File: src/design/kmhid_pkg.sv
// Shared constants, types and control interfaces of the key matrix to HID report encoder.
`default_nettype none

package kmhid_pkg;

    // Sizing
    localparam int KEY_COUNT    = 44;
    localparam int LAYER_COUNT  = 5;
    localparam int SLOT_COUNT   = 6;

    localparam int KEY_W        = $clog2(KEY_COUNT);
    localparam int KEYMAP_DEPTH = LAYER_COUNT * KEY_COUNT;
    localparam int KEYMAP_AW    = $clog2(KEYMAP_DEPTH);

    // Fixed field widths
    localparam int OP_W      = 2;
    localparam int POS_W     = 6;
    localparam int LAYER_W   = 3;
    localparam int CODE_W    = 8;
    localparam int TRIG_W    = 15;
    localparam int ATTR_W    = TRIG_W + 1;
    localparam int SEL_W     = 3;
    localparam int FN_COUNT  = 4;
    localparam int CFG_IDX_W = 2;
    localparam int SLOT_NUM  = 6;
    localparam int SLOT_IW   = $clog2(SLOT_NUM);

    // Function key reset positions
    localparam logic [POS_W-1:0] FN1_RESET = 6'd31;
    localparam logic [POS_W-1:0] FN2_RESET = 6'd32;
    localparam logic [POS_W-1:0] FN3_RESET = 6'd42;
    localparam logic [POS_W-1:0] FN4_RESET = 6'd43;

    // Report codes
    localparam logic [CODE_W-1:0] MOD_RCTRL  = 8'h10;
    localparam logic [CODE_W-1:0] MOD_RSHIFT = 8'h20;
    localparam logic [CODE_W-1:0] MOD_RALT   = 8'h40;
    localparam logic [CODE_W-1:0] CODE_NONE  = 8'h00;
    localparam logic [CODE_W-1:0] CODE_OVF   = 8'h01;

    // Trigger word layout: per fn key f, shift at 2f, altgr at 2f+1, ctrl at TRIG_FN_CTRL+f
    localparam int TRIG_KEY_SHIFT = 8;
    localparam int TRIG_KEY_ALT   = 9;
    localparam int TRIG_KEY_CTRL  = 10;
    localparam int TRIG_FN_CTRL   = 11;

    typedef enum logic [OP_W-1:0] {
        OP_LOAD_MAP  = 2'd0,
        OP_LOAD_ATTR = 2'd1,
        OP_SCAN      = 2'd2,
        OP_UNUSED    = 2'd3
    } op_t;

    typedef enum logic [CFG_IDX_W-1:0] {
        CFG_FN1 = 2'd0,
        CFG_FN2 = 2'd1,
        CFG_FN3 = 2'd2,
        CFG_FN4 = 2'd3
    } cfg_idx_t;

    typedef enum logic [1:0] {
        ST_IDLE,
        ST_WALK,
        ST_DRAIN,
        ST_EMIT
    } ctrl_state_t;

    typedef logic [SLOT_NUM-1:0][CODE_W-1:0] slots_t;

    typedef struct packed {
        logic start;
        logic step;
        logic load_map;
        logic load_attr;
        logic publish;
    } dp_cmd_t;

    typedef struct packed {
        logic last_key;
        logic busy;
        logic emit_needed;
    } dp_status_t;

endpackage

`default_nettype wire

File: src/design/kmhid_ram.sv
// Generic single write port RAM with one registered read port.
`default_nettype none

module kmhid_ram #(
    parameter int WIDTH = 8,
    parameter int DEPTH = 16,
    localparam int AW = $clog2(DEPTH)
) (
    input  logic             aclk,
    input  logic             we,
    input  logic [AW-1:0]    waddr,
    input  logic [WIDTH-1:0] wdata,
    input  logic [AW-1:0]    raddr,
    output logic [WIDTH-1:0] rdata
);

    logic [WIDTH-1:0] mem_reg [DEPTH];
    logic [WIDTH-1:0] rdata_reg;

    always_ff @(posedge aclk) begin
        if (we) begin
            mem_reg[waddr] <= wdata;
        end
        rdata_reg <= mem_reg[raddr];
    end

    assign rdata = rdata_reg;

endmodule

`default_nettype wire

File: src/design/kmhid_ctrl.sv
// Controller: sequences loads, the key walk and report hand-off.
`default_nettype none

module kmhid_ctrl (
    input  logic                           aclk,
    input  logic                           aresetn,
    input  logic                           s_valid,
    output logic                           s_ready,
    input  logic [kmhid_pkg::OP_W-1:0]     s_operation,
    output logic                           m_valid,
    input  logic                           m_ready,
    output kmhid_pkg::dp_cmd_t             cmd,
    input  kmhid_pkg::dp_status_t          status
);

    kmhid_pkg::ctrl_state_t state_reg, state_next;
    logic m_valid_reg, m_valid_next;

    always_ff @(posedge aclk) begin
        if (!aresetn) begin
            state_reg   <= kmhid_pkg::ST_IDLE;
            m_valid_reg <= 1'b0;
        end else begin
            state_reg   <= state_next;
            m_valid_reg <= m_valid_next;
        end
    end

    always_comb begin
        state_next = state_reg;
        cmd        = '0;
        s_ready    = 1'b0;
        case (state_reg)
            kmhid_pkg::ST_IDLE: begin
                s_ready = 1'b1;
                if (s_valid) begin
                    case (s_operation)
                        kmhid_pkg::OP_SCAN: begin
                            cmd.start  = 1'b1;
                            state_next = kmhid_pkg::ST_WALK;
                        end
                        kmhid_pkg::OP_LOAD_MAP:  cmd.load_map  = 1'b1;
                        kmhid_pkg::OP_LOAD_ATTR: cmd.load_attr = 1'b1;
                        default: ;
                    endcase
                end
            end
            kmhid_pkg::ST_WALK: begin
                cmd.step = 1'b1;
                if (status.last_key) begin
                    state_next = kmhid_pkg::ST_DRAIN;
                end
            end
            kmhid_pkg::ST_DRAIN: begin
                if (!status.busy) begin
                    state_next = kmhid_pkg::ST_EMIT;
                end
            end
            kmhid_pkg::ST_EMIT: begin
                if (!status.emit_needed) begin
                    state_next = kmhid_pkg::ST_IDLE;
                end else if (!m_valid_reg || m_ready) begin
                    cmd.publish = 1'b1;
                    state_next  = kmhid_pkg::ST_IDLE;
                end
            end
            default: state_next = kmhid_pkg::ST_IDLE;
        endcase

        if (cmd.publish) begin
            m_valid_next = 1'b1;
        end else if (m_ready) begin
            m_valid_next = 1'b0;
        end else begin
            m_valid_next = m_valid_reg;
        end
    end

    assign m_valid = m_valid_reg;

endmodule

`default_nettype wire

File: src/design/kmhid_datapath.sv
// Datapath: stores, function key registers, three-stage key walk and report registers.
`default_nettype none

module kmhid_datapath (
    input  logic                                 aclk,
    input  logic                                 aresetn,
    input  kmhid_pkg::dp_cmd_t                   cmd,
    output kmhid_pkg::dp_status_t                status,
    input  logic                                 cfg_we,
    input  logic [kmhid_pkg::CFG_IDX_W-1:0]      cfg_index,
    input  logic [kmhid_pkg::POS_W-1:0]          cfg_wdata,
    input  logic [kmhid_pkg::POS_W-1:0]          s_key_position,
    input  logic [kmhid_pkg::LAYER_W-1:0]        s_layer,
    input  logic [kmhid_pkg::CODE_W-1:0]         s_keymap_code,
    input  logic                                 s_is_modifier_key,
    input  logic [kmhid_pkg::TRIG_W-1:0]         s_trigger_bits,
    input  logic [kmhid_pkg::KEY_COUNT-1:0]      s_pressed_keys,
    output logic [kmhid_pkg::CODE_W-1:0]         out_modifier,
    output kmhid_pkg::slots_t                    out_slots
);

    localparam int KW  = kmhid_pkg::KEY_W;
    localparam int PW  = kmhid_pkg::POS_W;
    localparam int CW  = kmhid_pkg::CODE_W;
    localparam int AMW = kmhid_pkg::KEYMAP_AW;

    // Function key positions
    logic [PW-1:0] fn_index_reg [kmhid_pkg::FN_COUNT];

    always_ff @(posedge aclk) begin
        if (!aresetn) begin
            fn_index_reg[0] <= kmhid_pkg::FN1_RESET;
            fn_index_reg[1] <= kmhid_pkg::FN2_RESET;
            fn_index_reg[2] <= kmhid_pkg::FN3_RESET;
            fn_index_reg[3] <= kmhid_pkg::FN4_RESET;
        end else if (cfg_we) begin
            case (cfg_index)
                kmhid_pkg::CFG_FN1: fn_index_reg[0] <= cfg_wdata;
                kmhid_pkg::CFG_FN2: fn_index_reg[1] <= cfg_wdata;
                kmhid_pkg::CFG_FN3: fn_index_reg[2] <= cfg_wdata;
                kmhid_pkg::CFG_FN4: fn_index_reg[3] <= cfg_wdata;
                default: ;
            endcase
        end
    end

    // Stores
    logic                          map_we, attr_we;
    logic [AMW-1:0]                map_waddr, map_raddr;
    logic [CW-1:0]                 map_rdata;
    logic [KW-1:0]                 attr_raddr;
    logic [kmhid_pkg::ATTR_W-1:0]  attr_rdata;
    logic                          pos_ok, layer_ok;

    assign pos_ok    = 32'(s_key_position) < kmhid_pkg::KEY_COUNT;
    assign layer_ok  = 32'(s_layer) < kmhid_pkg::LAYER_COUNT;
    assign map_we    = cmd.load_map && pos_ok && layer_ok;
    assign attr_we   = cmd.load_attr && pos_ok;
    assign map_waddr = AMW'(32'(s_layer) * kmhid_pkg::KEY_COUNT + 32'(s_key_position));

    kmhid_ram #(
        .WIDTH (CW),
        .DEPTH (kmhid_pkg::KEYMAP_DEPTH)
    ) u_keymap_ram (
        .aclk  (aclk),
        .we    (map_we),
        .waddr (map_waddr),
        .wdata (s_keymap_code),
        .raddr (map_raddr),
        .rdata (map_rdata)
    );

    kmhid_ram #(
        .WIDTH (kmhid_pkg::ATTR_W),
        .DEPTH (kmhid_pkg::KEY_COUNT)
    ) u_attr_ram (
        .aclk  (aclk),
        .we    (attr_we),
        .waddr (s_key_position[KW-1:0]),
        .wdata ({s_is_modifier_key, s_trigger_bits}),
        .raddr (attr_raddr),
        .rdata (attr_rdata)
    );

    // Scan set-up: held function keys and selected layer
    logic [kmhid_pkg::KEY_COUNT-1:0] keys_reg;
    logic [kmhid_pkg::FN_COUNT-1:0]  fn_reg, fn_now;
    logic [kmhid_pkg::SEL_W-1:0]     sel_reg, sel_now;

    always_comb begin
        for (int f = 0; f < kmhid_pkg::FN_COUNT; f++) begin
            fn_now[f] = (32'(fn_index_reg[f]) < kmhid_pkg::KEY_COUNT)
                        && s_pressed_keys[fn_index_reg[f][KW-1:0]];
        end
        sel_now = '0;
        for (int f = kmhid_pkg::FN_COUNT - 1; f >= 0; f--) begin
            if (fn_now[f]) begin
                sel_now = kmhid_pkg::SEL_W'(f + 1);
            end
        end
        if (32'(sel_now) >= kmhid_pkg::LAYER_COUNT) begin
            sel_now = '0;
        end
    end

    always_ff @(posedge aclk) begin
        if (cmd.start) begin
            keys_reg <= s_pressed_keys;
            fn_reg   <= fn_now;
            sel_reg  <= sel_now;
        end
    end

    // Walk: A issues attribute read, B issues keymap read, C folds into the report
    logic [KW-1:0]                idx_reg, idx_b_reg, idx_c_reg;
    logic                         valid_b_reg, valid_c_reg;
    logic [kmhid_pkg::ATTR_W-1:0] attr_c_reg;

    always_ff @(posedge aclk) begin
        if (!aresetn) begin
            idx_reg     <= '0;
            valid_b_reg <= 1'b0;
            valid_c_reg <= 1'b0;
        end else begin
            if (cmd.start) begin
                idx_reg <= '0;
            end else if (cmd.step) begin
                idx_reg <= idx_reg + 1'b1;
            end
            valid_b_reg <= cmd.step;
            valid_c_reg <= valid_b_reg;
        end
    end

    always_ff @(posedge aclk) begin
        idx_b_reg  <= idx_reg;
        idx_c_reg  <= idx_b_reg;
        attr_c_reg <= attr_rdata;
    end

    assign attr_raddr = idx_reg;
    // modifier keys always read the base layer
    assign map_raddr  = attr_rdata[kmhid_pkg::ATTR_W-1]
                      ? AMW'(idx_b_reg)
                      : AMW'(32'(sel_reg) * kmhid_pkg::KEY_COUNT + 32'(idx_b_reg));

    // Report accumulation
    logic [CW-1:0]         mod_reg, mod_next;
    kmhid_pkg::slots_t     slot_reg, slot_next;
    logic                  ovf_reg, ovf_next;
    logic                  ord_reg, ord_next;
    logic                  pressed_c, flag_c, is_fn_c, any_fn;
    logic                  alt_c, shf_c, ctl_c, free_found;
    logic [kmhid_pkg::TRIG_W-1:0] trig_c;
    logic [kmhid_pkg::SLOT_IW-1:0] free_slot;

    always_comb begin
        pressed_c = keys_reg[idx_c_reg];
        flag_c    = attr_c_reg[kmhid_pkg::ATTR_W-1];
        trig_c    = attr_c_reg[kmhid_pkg::TRIG_W-1:0];
        any_fn    = |fn_reg;

        is_fn_c = 1'b0;
        for (int f = 0; f < kmhid_pkg::FN_COUNT; f++) begin
            if (fn_index_reg[f] == PW'(idx_c_reg)) begin
                is_fn_c = 1'b1;
            end
        end

        alt_c = trig_c[kmhid_pkg::TRIG_KEY_ALT] && !any_fn;
        shf_c = trig_c[kmhid_pkg::TRIG_KEY_SHIFT] && !any_fn;
        ctl_c = trig_c[kmhid_pkg::TRIG_KEY_CTRL] && !any_fn;
        for (int f = 0; f < kmhid_pkg::FN_COUNT; f++) begin
            if (fn_reg[f]) begin
                alt_c = alt_c | trig_c[2*f+1];
                shf_c = shf_c | trig_c[2*f];
                ctl_c = ctl_c | trig_c[kmhid_pkg::TRIG_FN_CTRL+f];
            end
        end

        free_found = 1'b0;
        free_slot  = '0;
        for (int s = kmhid_pkg::SLOT_COUNT - 1; s >= 0; s--) begin
            if (slot_reg[s] == kmhid_pkg::CODE_NONE) begin
                free_found = 1'b1;
                free_slot  = kmhid_pkg::SLOT_IW'(s);
            end
        end

        mod_next  = mod_reg;
        slot_next = slot_reg;
        ovf_next  = ovf_reg;
        ord_next  = ord_reg;

        if (cmd.start) begin
            mod_next  = kmhid_pkg::CODE_NONE;
            slot_next = '0;
            ovf_next  = 1'b0;
            ord_next  = 1'b0;
        end else if (valid_c_reg && pressed_c) begin
            if (flag_c) begin
                mod_next = mod_reg | map_rdata;
            end else if (!is_fn_c) begin
                ord_next = 1'b1;
                if (!ovf_reg) begin
                    if (alt_c) begin
                        mod_next = mod_reg | kmhid_pkg::MOD_RALT;
                    end else if (shf_c) begin
                        mod_next = mod_reg | kmhid_pkg::MOD_RSHIFT;
                    end else if (ctl_c) begin
                        mod_next = mod_reg | kmhid_pkg::MOD_RCTRL;
                    end
                    if (free_found) begin
                        slot_next[free_slot] = map_rdata;
                    end else begin
                        ovf_next = 1'b1;
                    end
                end
            end
        end
    end

    always_ff @(posedge aclk) begin
        mod_reg  <= mod_next;
        slot_reg <= slot_next;
        ovf_reg  <= ovf_next;
        ord_reg  <= ord_next;
    end

    // Output words and sent flag
    logic                 was_sent_reg;
    logic [CW-1:0]        out_mod_reg;
    kmhid_pkg::slots_t    out_slots_reg;

    always_ff @(posedge aclk) begin
        if (!aresetn) begin
            was_sent_reg <= 1'b0;
        end else if (cmd.publish) begin
            was_sent_reg <= ord_reg;
        end
    end

    // nothing ordinary seen: this is the empty report after a release
    always_ff @(posedge aclk) begin
        if (cmd.publish) begin
            if (!ord_reg) begin
                out_mod_reg   <= kmhid_pkg::CODE_NONE;
                out_slots_reg <= '0;
            end else begin
                out_mod_reg <= ovf_reg ? kmhid_pkg::CODE_OVF : mod_reg;
                for (int s = 0; s < kmhid_pkg::SLOT_NUM; s++) begin
                    out_slots_reg[s] <= ovf_reg ? kmhid_pkg::CODE_OVF : slot_reg[s];
                end
            end
        end
    end

    assign out_modifier       = out_mod_reg;
    assign out_slots          = out_slots_reg;
    assign status.last_key    = idx_reg == KW'(kmhid_pkg::KEY_COUNT - 1);
    assign status.busy        = valid_b_reg | valid_c_reg;
    assign status.emit_needed = ord_reg | was_sent_reg;

endmodule

`default_nettype wire

File: src/design/keymatrix_to_hid_report_encoder_top.sv
// Top level of the key matrix to HID boot keyboard report encoder.
// Keymap and attribute loads are taken while idle and the input is ready again on the next
// cycle. A scan word holds off the input from acceptance through one walk step per key,
// the drain of the walk pipeline and the hand-over of the report. The walk reads one key
// per cycle through the attribute RAM and then the keymap RAM, both with registered read
// ports, so three stages are in flight and drain after the last key. The report leaves
// through an output register; a scan that finishes while the previous report is still
// unaccepted waits for it. The stores need no clearing after reset; entries not yet
// written read as garbage.
`default_nettype none

module keymatrix_to_hid_report_encoder_top (
    input  logic                                 aclk,
    input  logic                                 aresetn,
    input  logic                                 cfg_we,
    input  logic [kmhid_pkg::CFG_IDX_W-1:0]      cfg_index,
    input  logic [kmhid_pkg::POS_W-1:0]          cfg_wdata,
    input  logic                                 s_valid,
    output logic                                 s_ready,
    input  logic [kmhid_pkg::OP_W-1:0]           s_operation,
    input  logic [kmhid_pkg::POS_W-1:0]          s_key_position,
    input  logic [kmhid_pkg::LAYER_W-1:0]        s_layer,
    input  logic [kmhid_pkg::CODE_W-1:0]         s_keymap_code,
    input  logic                                 s_is_modifier_key,
    input  logic [kmhid_pkg::TRIG_W-1:0]         s_trigger_bits,
    input  logic [kmhid_pkg::KEY_COUNT-1:0]      s_pressed_keys,
    output logic                                 m_valid,
    input  logic                                 m_ready,
    output logic [kmhid_pkg::CODE_W-1:0]         m_modifier_byte,
    output logic [kmhid_pkg::CODE_W-1:0]         m_slot1_code,
    output logic [kmhid_pkg::CODE_W-1:0]         m_slot2_code,
    output logic [kmhid_pkg::CODE_W-1:0]         m_slot3_code,
    output logic [kmhid_pkg::CODE_W-1:0]         m_slot4_code,
    output logic [kmhid_pkg::CODE_W-1:0]         m_slot5_code,
    output logic [kmhid_pkg::CODE_W-1:0]         m_slot6_code
);

    kmhid_pkg::dp_cmd_t    cmd;
    kmhid_pkg::dp_status_t status;
    kmhid_pkg::slots_t     slots;

    kmhid_ctrl u_ctrl (
        .aclk        (aclk),
        .aresetn     (aresetn),
        .s_valid     (s_valid),
        .s_ready     (s_ready),
        .s_operation (s_operation),
        .m_valid     (m_valid),
        .m_ready     (m_ready),
        .cmd         (cmd),
        .status      (status)
    );

    kmhid_datapath u_datapath (
        .aclk              (aclk),
        .aresetn           (aresetn),
        .cmd               (cmd),
        .status            (status),
        .cfg_we            (cfg_we),
        .cfg_index         (cfg_index),
        .cfg_wdata         (cfg_wdata),
        .s_key_position    (s_key_position),
        .s_layer           (s_layer),
        .s_keymap_code     (s_keymap_code),
        .s_is_modifier_key (s_is_modifier_key),
        .s_trigger_bits    (s_trigger_bits),
        .s_pressed_keys    (s_pressed_keys),
        .out_modifier      (m_modifier_byte),
        .out_slots         (slots)
    );

    assign m_slot1_code = slots[0];
    assign m_slot2_code = slots[1];
    assign m_slot3_code = slots[2];
    assign m_slot4_code = slots[3];
    assign m_slot5_code = slots[4];
    assign m_slot6_code = slots[5];

endmodule

`default_nettype wire

File: config.mk
export PLATFORM = sky130hd
export DESIGN_NAME = keymatrix_to_hid_report_encoder_top
export DESIGN_NICKNAME = d
export VERILOG_FILES = /design/src/design/kmhid_pkg.sv /design/src/design/kmhid_ram.sv /design/src/design/kmhid_ctrl.sv /design/src/design/kmhid_datapath.sv /design/src/design/keymatrix_to_hid_report_encoder_top.sv
export SDC_FILE = /design/constraint.sdc
export NUM_CORES = 2
export LEC_CHECK = 0
export BUFFER_PORTS_ARGS = -buffer_cell sky130_fd_sc_hd__buf_2
export CAP_MARGIN = 20
export CORE_MARGIN = 4
export CORE_UTILIZATION = 60
export CTS_BUF_LIST = sky130_fd_sc_hd__clkbuf_8
export DETAILED_ROUTE_END_ITERATION = 8
export PLACE_DENSITY = 0.76
export SLEW_MARGIN = 10
export SYNTH_ARGS = -nofsm -noshare
export SYNTH_HDL_FRONTEND = slang
export SYNTH_SLANG_ARGS = --single-unit
File: constraint.sdc
create_clock -name aclk -period 9.3 [get_ports aclk]
set_clock_uncertainty 0.15 [all_clocks]
set_input_delay 2.79 -clock aclk [delete_from_list [all_inputs] [get_ports aclk]]
set_output_delay 2.79 -clock aclk [all_outputs]
set_load 0.05 [all_outputs]
; Word-level counts from Yosys, hierarchy flattened
; Memory sizes are Yosys's and may differ from the RTL's. A register that Yosys moved wholly into a read port is not among the register bits.
; Cells that the tools add are included.
[totals]
memories = 3
in_bits = 92
regBits = 205
wordCells = 251
mem_bits_rw = 2488
[op_classes]
multipliers = 2
reduce_logical = 38
n_eq_ne = 22
addsub = 3
mux = 107
n_lt_le_gt_ge = 14
n_bitwise = 24
[memory_table]
columns = memory, depth, word_bits, rd, rd_clocked_by_memory_dff, write_ports, line
row1 = u_datapath.u_keymap_ram.mem_reg, 220, 8, 1, 1, 1, kmhid_ram.sv:17  ; logic [WIDTH-1:0] mem_reg [DEPTH];
row2 = u_datapath.u_attr_ram.mem_reg, 44, 16, 1, 1, 1, kmhid_ram.sv:17
row3 = u_datapath.fn_index_reg, 4, 6, 4, 0, 4, kmhid_datapath.sv:28  ; logic [PW-1:0] fn_index_reg [kmhid_pkg::FN_COUNT];
[ops]
columns = op, count
row1 = $mux 1, 69
row2 = $mux 8, 7
row3 = $bwmux 48, 1
row4 = $logic_not 8->1, 6
row5 = $lt 6x7->1 const B, 5
row6 = $bmux 1 s6, 5
row7 = $lt 6x6->1 const B, 5
row8 = $mux 3, 10
row9 = $demux 8 s3, 1
row10 = $eq 6x6->1, 4
row11 = $mux 6, 4
row12 = $or 1x1->1, 18
row13 = $add 8x6->8, 2
row14 = $mux 2, 8
row15 = $reduce_and 5->1, 3
row16 = $logic_and 1x1->1, 12
row17 = $mul 3x4->6 const B, 2
row18 = $eq 2x2->1 const B, 5
row19 = $ne 2x1->1 const B, 4
row20 = $ne 2x2->1 const B, 4
row21 = $or 8x8->8, 1
row22 = $pmux 2 s4, 1
row23 = $reduce_bool 2->1, 4
row24 = $add 6x1->6 const B, 1
row25 = other kinds (18), 28

; Depth between registers and ports, before layout
[depth]
word_depth = 17
ltp_mapped = 14

; Cells and area by module
; A second synthesis with hierarchy kept.
[unflattened]
hier_cells = 5325
hier_area_um2 = 106897.5
[by_module_without_submodules]
columns = module, seq_area_each_um2, cells_per_inst, instances, area_each_um2
row1 = kmhid_ram at u_datapath.u_keymap_ram, 53010.8, 3216, 1, 68753.4
row2 = kmhid_ram at u_datapath.u_attr_ram, 21460.6, 1282, 1, 27462.6
row3 = kmhid_datapath, 5835.6, 799, 1, 10400.0
row4 = kmhid_ctrl, 60.1, 28, 1, 281.5

; Least setup slack after synthesis
; No wires, ideal clock.
[synth_timing]
path_type = input to register
startpoint = input s_layer[1] (netlist bit)
endpoint = memory u_datapath.u_keymap_ram.mem_reg[200][0], in the netlist u_datapath.u_keymap_ram.mem_reg[100][0], enable pin
cell_stages = 14
setup_slack_ps = 2924
required_ps = 8780
arrival_ps = 5856
cell_sequence = inv_1 ha_1 inv_1 ha_1 inv_1 fa_1 inv_1 ha_1 nor2b_1 o21a_1 xnor2_1 nand3_1 clkbuf_1 nor2_1
[synth_between]
elab_chain_len = 4
word_cells_on_any_way = 6
cone_classes = add/sub: 1 / mul: 1 / order compare: 1 / mux: 2 / reduce/logical: 1
[synth_rtl]
columns = element, line
row1 = "start, declared", keymatrix_to_hid_report_encoder_top.sv:22  ; input logic [kmhid_pkg::LAYER_W-1:0] s_layer,
row2 = "parallel branches: the longest is 4 deep, another holds $add 8x6->8", -
row3 = "end, declared", kmhid_ram.sv:17
; Several ways; the timed one is not identified.

; Final worst setup path
[layout_timing]
startpoint = input s_layer[1] (netlist bit)
endpoint = memory u_datapath.u_keymap_ram.mem_reg[88][5], in the netlist u_datapath.u_keymap_ram.mem_reg[44][5], enable pin
; The elaborated chain is that of the path after synthesis.

==> flow_summary.yaml <==
setup_path:
  crit_required_ns: 9.84
  r2r_start: "u_datapath.sel_reg[0]$_SDFFCE_PP0P_"
  cp_common_cell: "inv_1"
  critical_path.startpoint_type: "input port"
  rr_endpoint: "u_datapath.u_keymap_ram.rdata[3]$_DFF_P_"
  regToRegSetupSlack_ns: 4.16
  path_cells: "buf_2, inv_1, ha_1, inv_1, ha_1, inv_1, fa_1, inv_1, ha_1, o21ai_0, nand2b_1, xnor2_1, nand3_1, nor2_1"
  worstSetupPathType: "in -> reg"
  slowest_stage: "nand3_1"
  arrival_ns: 7.21
  cpPeakStageDelay_ns: 1.00
  worstRegToRegCells: 12
  crit_path_end_kind: "register"
  crit_fanout: 16
die:
  top_level_ports: 150
  die_y_um: 429
  core_area_sq_um: 176000
  num_rows: 154
  fp.dieArea_sq_um: 184000
  start_util: 0.604
  die_w_um: 429
clock_network:
  clockBufferDepth: 4
  clock_sinks: 2717
  post_cts_resized: 0
  cts.htree.levels: 5
  cts.hold.buffers_added: 0
  numCtsBuffers: 418
  clk_pin_slew_ns: 0.06
  tritoncts: "done"
  cts_setup_buffers: 0
  root_buffer: "clkbuf_8"
  clk_latency_ns: 1.06
sta:
  slew_violations: 0
  final.min_clock_period_ns: 6.66
  worst_slack_ns: 2.64
  hold_violations: 0
  grt_setup_unrepaired: "false"
  fmax_mhz: 150
  maxSlewHeadroom: 0.168
  worstMarginPinSlew_ns: 1.22
  finalSetupViolations: 0
  setup_tns_ns: 0
  period_share: 0.717
routing:
  routedWlPerCell_um: 31.5
  drcViolationCount: 0
  drt_iter0_drc: 7975
  firstDrtPassIters: 8
  antenna_left: 0
  vias: 55800
  vias_per_cell: 6.68
  wl_mm: 263
logic_synthesis:
  synth_nets: 5395
  synthesis.area_sq_um: 106000
  yosysUniqueCellTypes: 65
  yosysSeqAreaShare: 0.756
  synthArstFlopShare: 0
  synth_edf_count: 2595
  synth-seq-cells: 2717
  synthFlopType: "edfxtp_1"
  avgSynthCellArea_sq_um: 20.2
  ys_warn_count: 0
  netlist_instances: 5274
grt:
  grt_usage: 0.287
  grt_max_degree: 133
  grt_overflow: 0
  antenna_found_initial: 17
  grt_pass1_vias: 55300
  grt_first_pass_wirelength_mm: 385
final_layout:
  largest_reg_flops: 1760
  n_fill_cell: 10900
  area_growth_pct: 10.9
  layout.nets: 5800
  drive_gt1_frac: 0.263
flow_run:
  cap_violations: 0
status:
  outcome: "complete, no violations"
min_path:
  hold_depth: 0
  min_path_type: "reg -> reg"
  worstHoldEndpoint: "u_datapath.attr_c_reg[3]$_DFF_P_"
  worstHoldStart: "u_datapath.u_attr_ram.rdata[3]$_DFF_P_"
power:
  ir_drop_mv: 0.175
  power_frac_seq: 0.503
  p_per_area_nw_per_um2: 233
  internal_power_w: 0.0202
  p_leak_nw: 36.9
  power_frac_clock: 0.341
  power.switching_w: 0.00718
  swShare: 0.262
  combPwrFrac: 0.156
placement:
  portBuffers: 149
  place.gp.congestion: 0.885
  place_ws_ns: 1.65
  hpwl_mm: 157
[per-layer routing]
layer | vias to the layer above | wire, um | global-route usage
met4 | 4 | 9510 | 0.102
met2 | 4035 | 127000 | 0.445
met1 | 28800 | 97600 | 0.414
met3 | 574 | 29300 | 0.0613
li1 | 22500 | - | -
met5 | - | 27 | 0
[placed cells by master, fill, tap and decap left out, types with 25 or more instances in the layout]
master,count
edfxtp_1,2595
clkinv_1,108
xor2_1,31
ha_1,25
and2_1,56
mux2i_1,91
clkinv_2,65
a311oi_1,25
buf_2,141
mux4_2,719
a21oi_1,83
nor2_1,366
nand3_1,85
nor3_1,25
buf_4,119
clkbuf_8,435
and3_1,27
inv_1,121
dfxtp_1,116
nand2_1,360
o21ai_0,54
[area by class of cell]
cell class | instances | area [sq um] | area share
flip-flops and latches | 2717 | 80400 | 0.682
clock buffers | 435 | 5990 | 0.0508
repair buffers | 280 | 1890 | 0.0160
inverters | 25 | 95.1 | 0.000807
clock inverters | 304 | 1800 | 0.0153
well taps | 2340 | 2930 | 0.0248
multi-input cells | 2237 | 24800 | 0.210
diodes | 18 | 45.0 | 0.000382
[power groups by stage]
stage / sequential (W) / clock, W / combinational (W)
final: 0.0138 / 0.00935 / 0.00429
after CTS: 0.0138 / 0.00945 / 0.00427
after floorplan: 0.0138 / 0 / 0.00298
after global routing: 0.0138 / 0.0101 / 0.00453
after global placement: 0.0140 / 0 / 0.00420
after detailed placement: 0.0140 / 0 / 0.00425
[Yosys cell counts (13+ instances only)]
cell type	count	area, sq um
clkbuf_1	192	721
nand3_1	87	435
ha_1	25	313
nor2_1	368	1380
dfxtp_1	122	2440
nor2b_1	15	93.8
and2_1	57	357
buf_2	68	340
a32o_1	14	140
nor3_1	25	125
a21oi_1	83	415
nor4_1	14	87.6
and3_1	27	169
edfxtp_1	2595	77900
xnor2_1	16	140
o21ai_0	55	275
mux2i_1	92	921
a311oi_1	25	219
xor2_1	31	272
a31oi_1	13	81.3
mux4_2	719	16200
inv_1	24	90.1
buf_1	31	116
nand2_1	369	1390
nand4_1	15	93.8
[worst max-delay path by stage]
stage	startpoint	end	slack (ns)	cells after the start
detailed placement	s_layer[1]	u_datapath.u_keymap_ram.mem_reg[42][6]$_DFFE_PP_	1.65	14
global route	s_layer[1]	u_datapath.u_keymap_ram.mem_reg[42][6]$_DFFE_PP_	2.47	14
floorplan	s_layer[1]	u_datapath.u_keymap_ram.mem_reg[100][0]$_DFFE_PP_	2.92	14
global placement	s_layer[1]	u_datapath.u_keymap_ram.mem_reg[44][2]$_DFFE_PP_	1.68	14
CTS	s_layer[1]	u_datapath.u_keymap_ram.mem_reg[71][3]$_DFFE_PP_	2.83	14
finish	s_layer[1]	u_datapath.u_keymap_ram.mem_reg[44][5]$_DFFE_PP_	2.64	14
[through the flow]
stage	hold WS [ns]	instances	instance area, sq um	power [W]	utilization
global placement	0.162	7595	110000	0.0182	0.625
global route	0.152	8348	118000	0.0284	0.669
CTS	0.128	8336	118000	0.0275	0.669
finish	0.121	8356	118000	0.0274	0.669
detailed placement	0.163	7597	110000	0.0183	0.625
floorplan	0.160	5274	106000	0.0168	-
[critical path, delay by kind of cell]
kind / cells / cell delay [ns]
AOI/OAI and AO/OA: 1 / 0.10
xor gates and xnor gates: 1 / 0.59
adders and majority gates: 4 / 1.29
buffers and inverters: 5 / 0.34
and+or+nand+nor: 3 / 2.06
[cell families after synthesis]
family / Yosys count / share of synthesized area
AOI/OAI and AO/OA: 309 / 0.0200
xor gates and xnor gates: 47 / 0.00387
and+or+nand+nor: 1035 / 0.0427
adders and majority gates: 29 / 0.00370
buffers and inverters: 320 / 0.0123
muxes: 817 / 0.162
DFF: 2717 / 0.756
(Power assumes the default switching activity.)
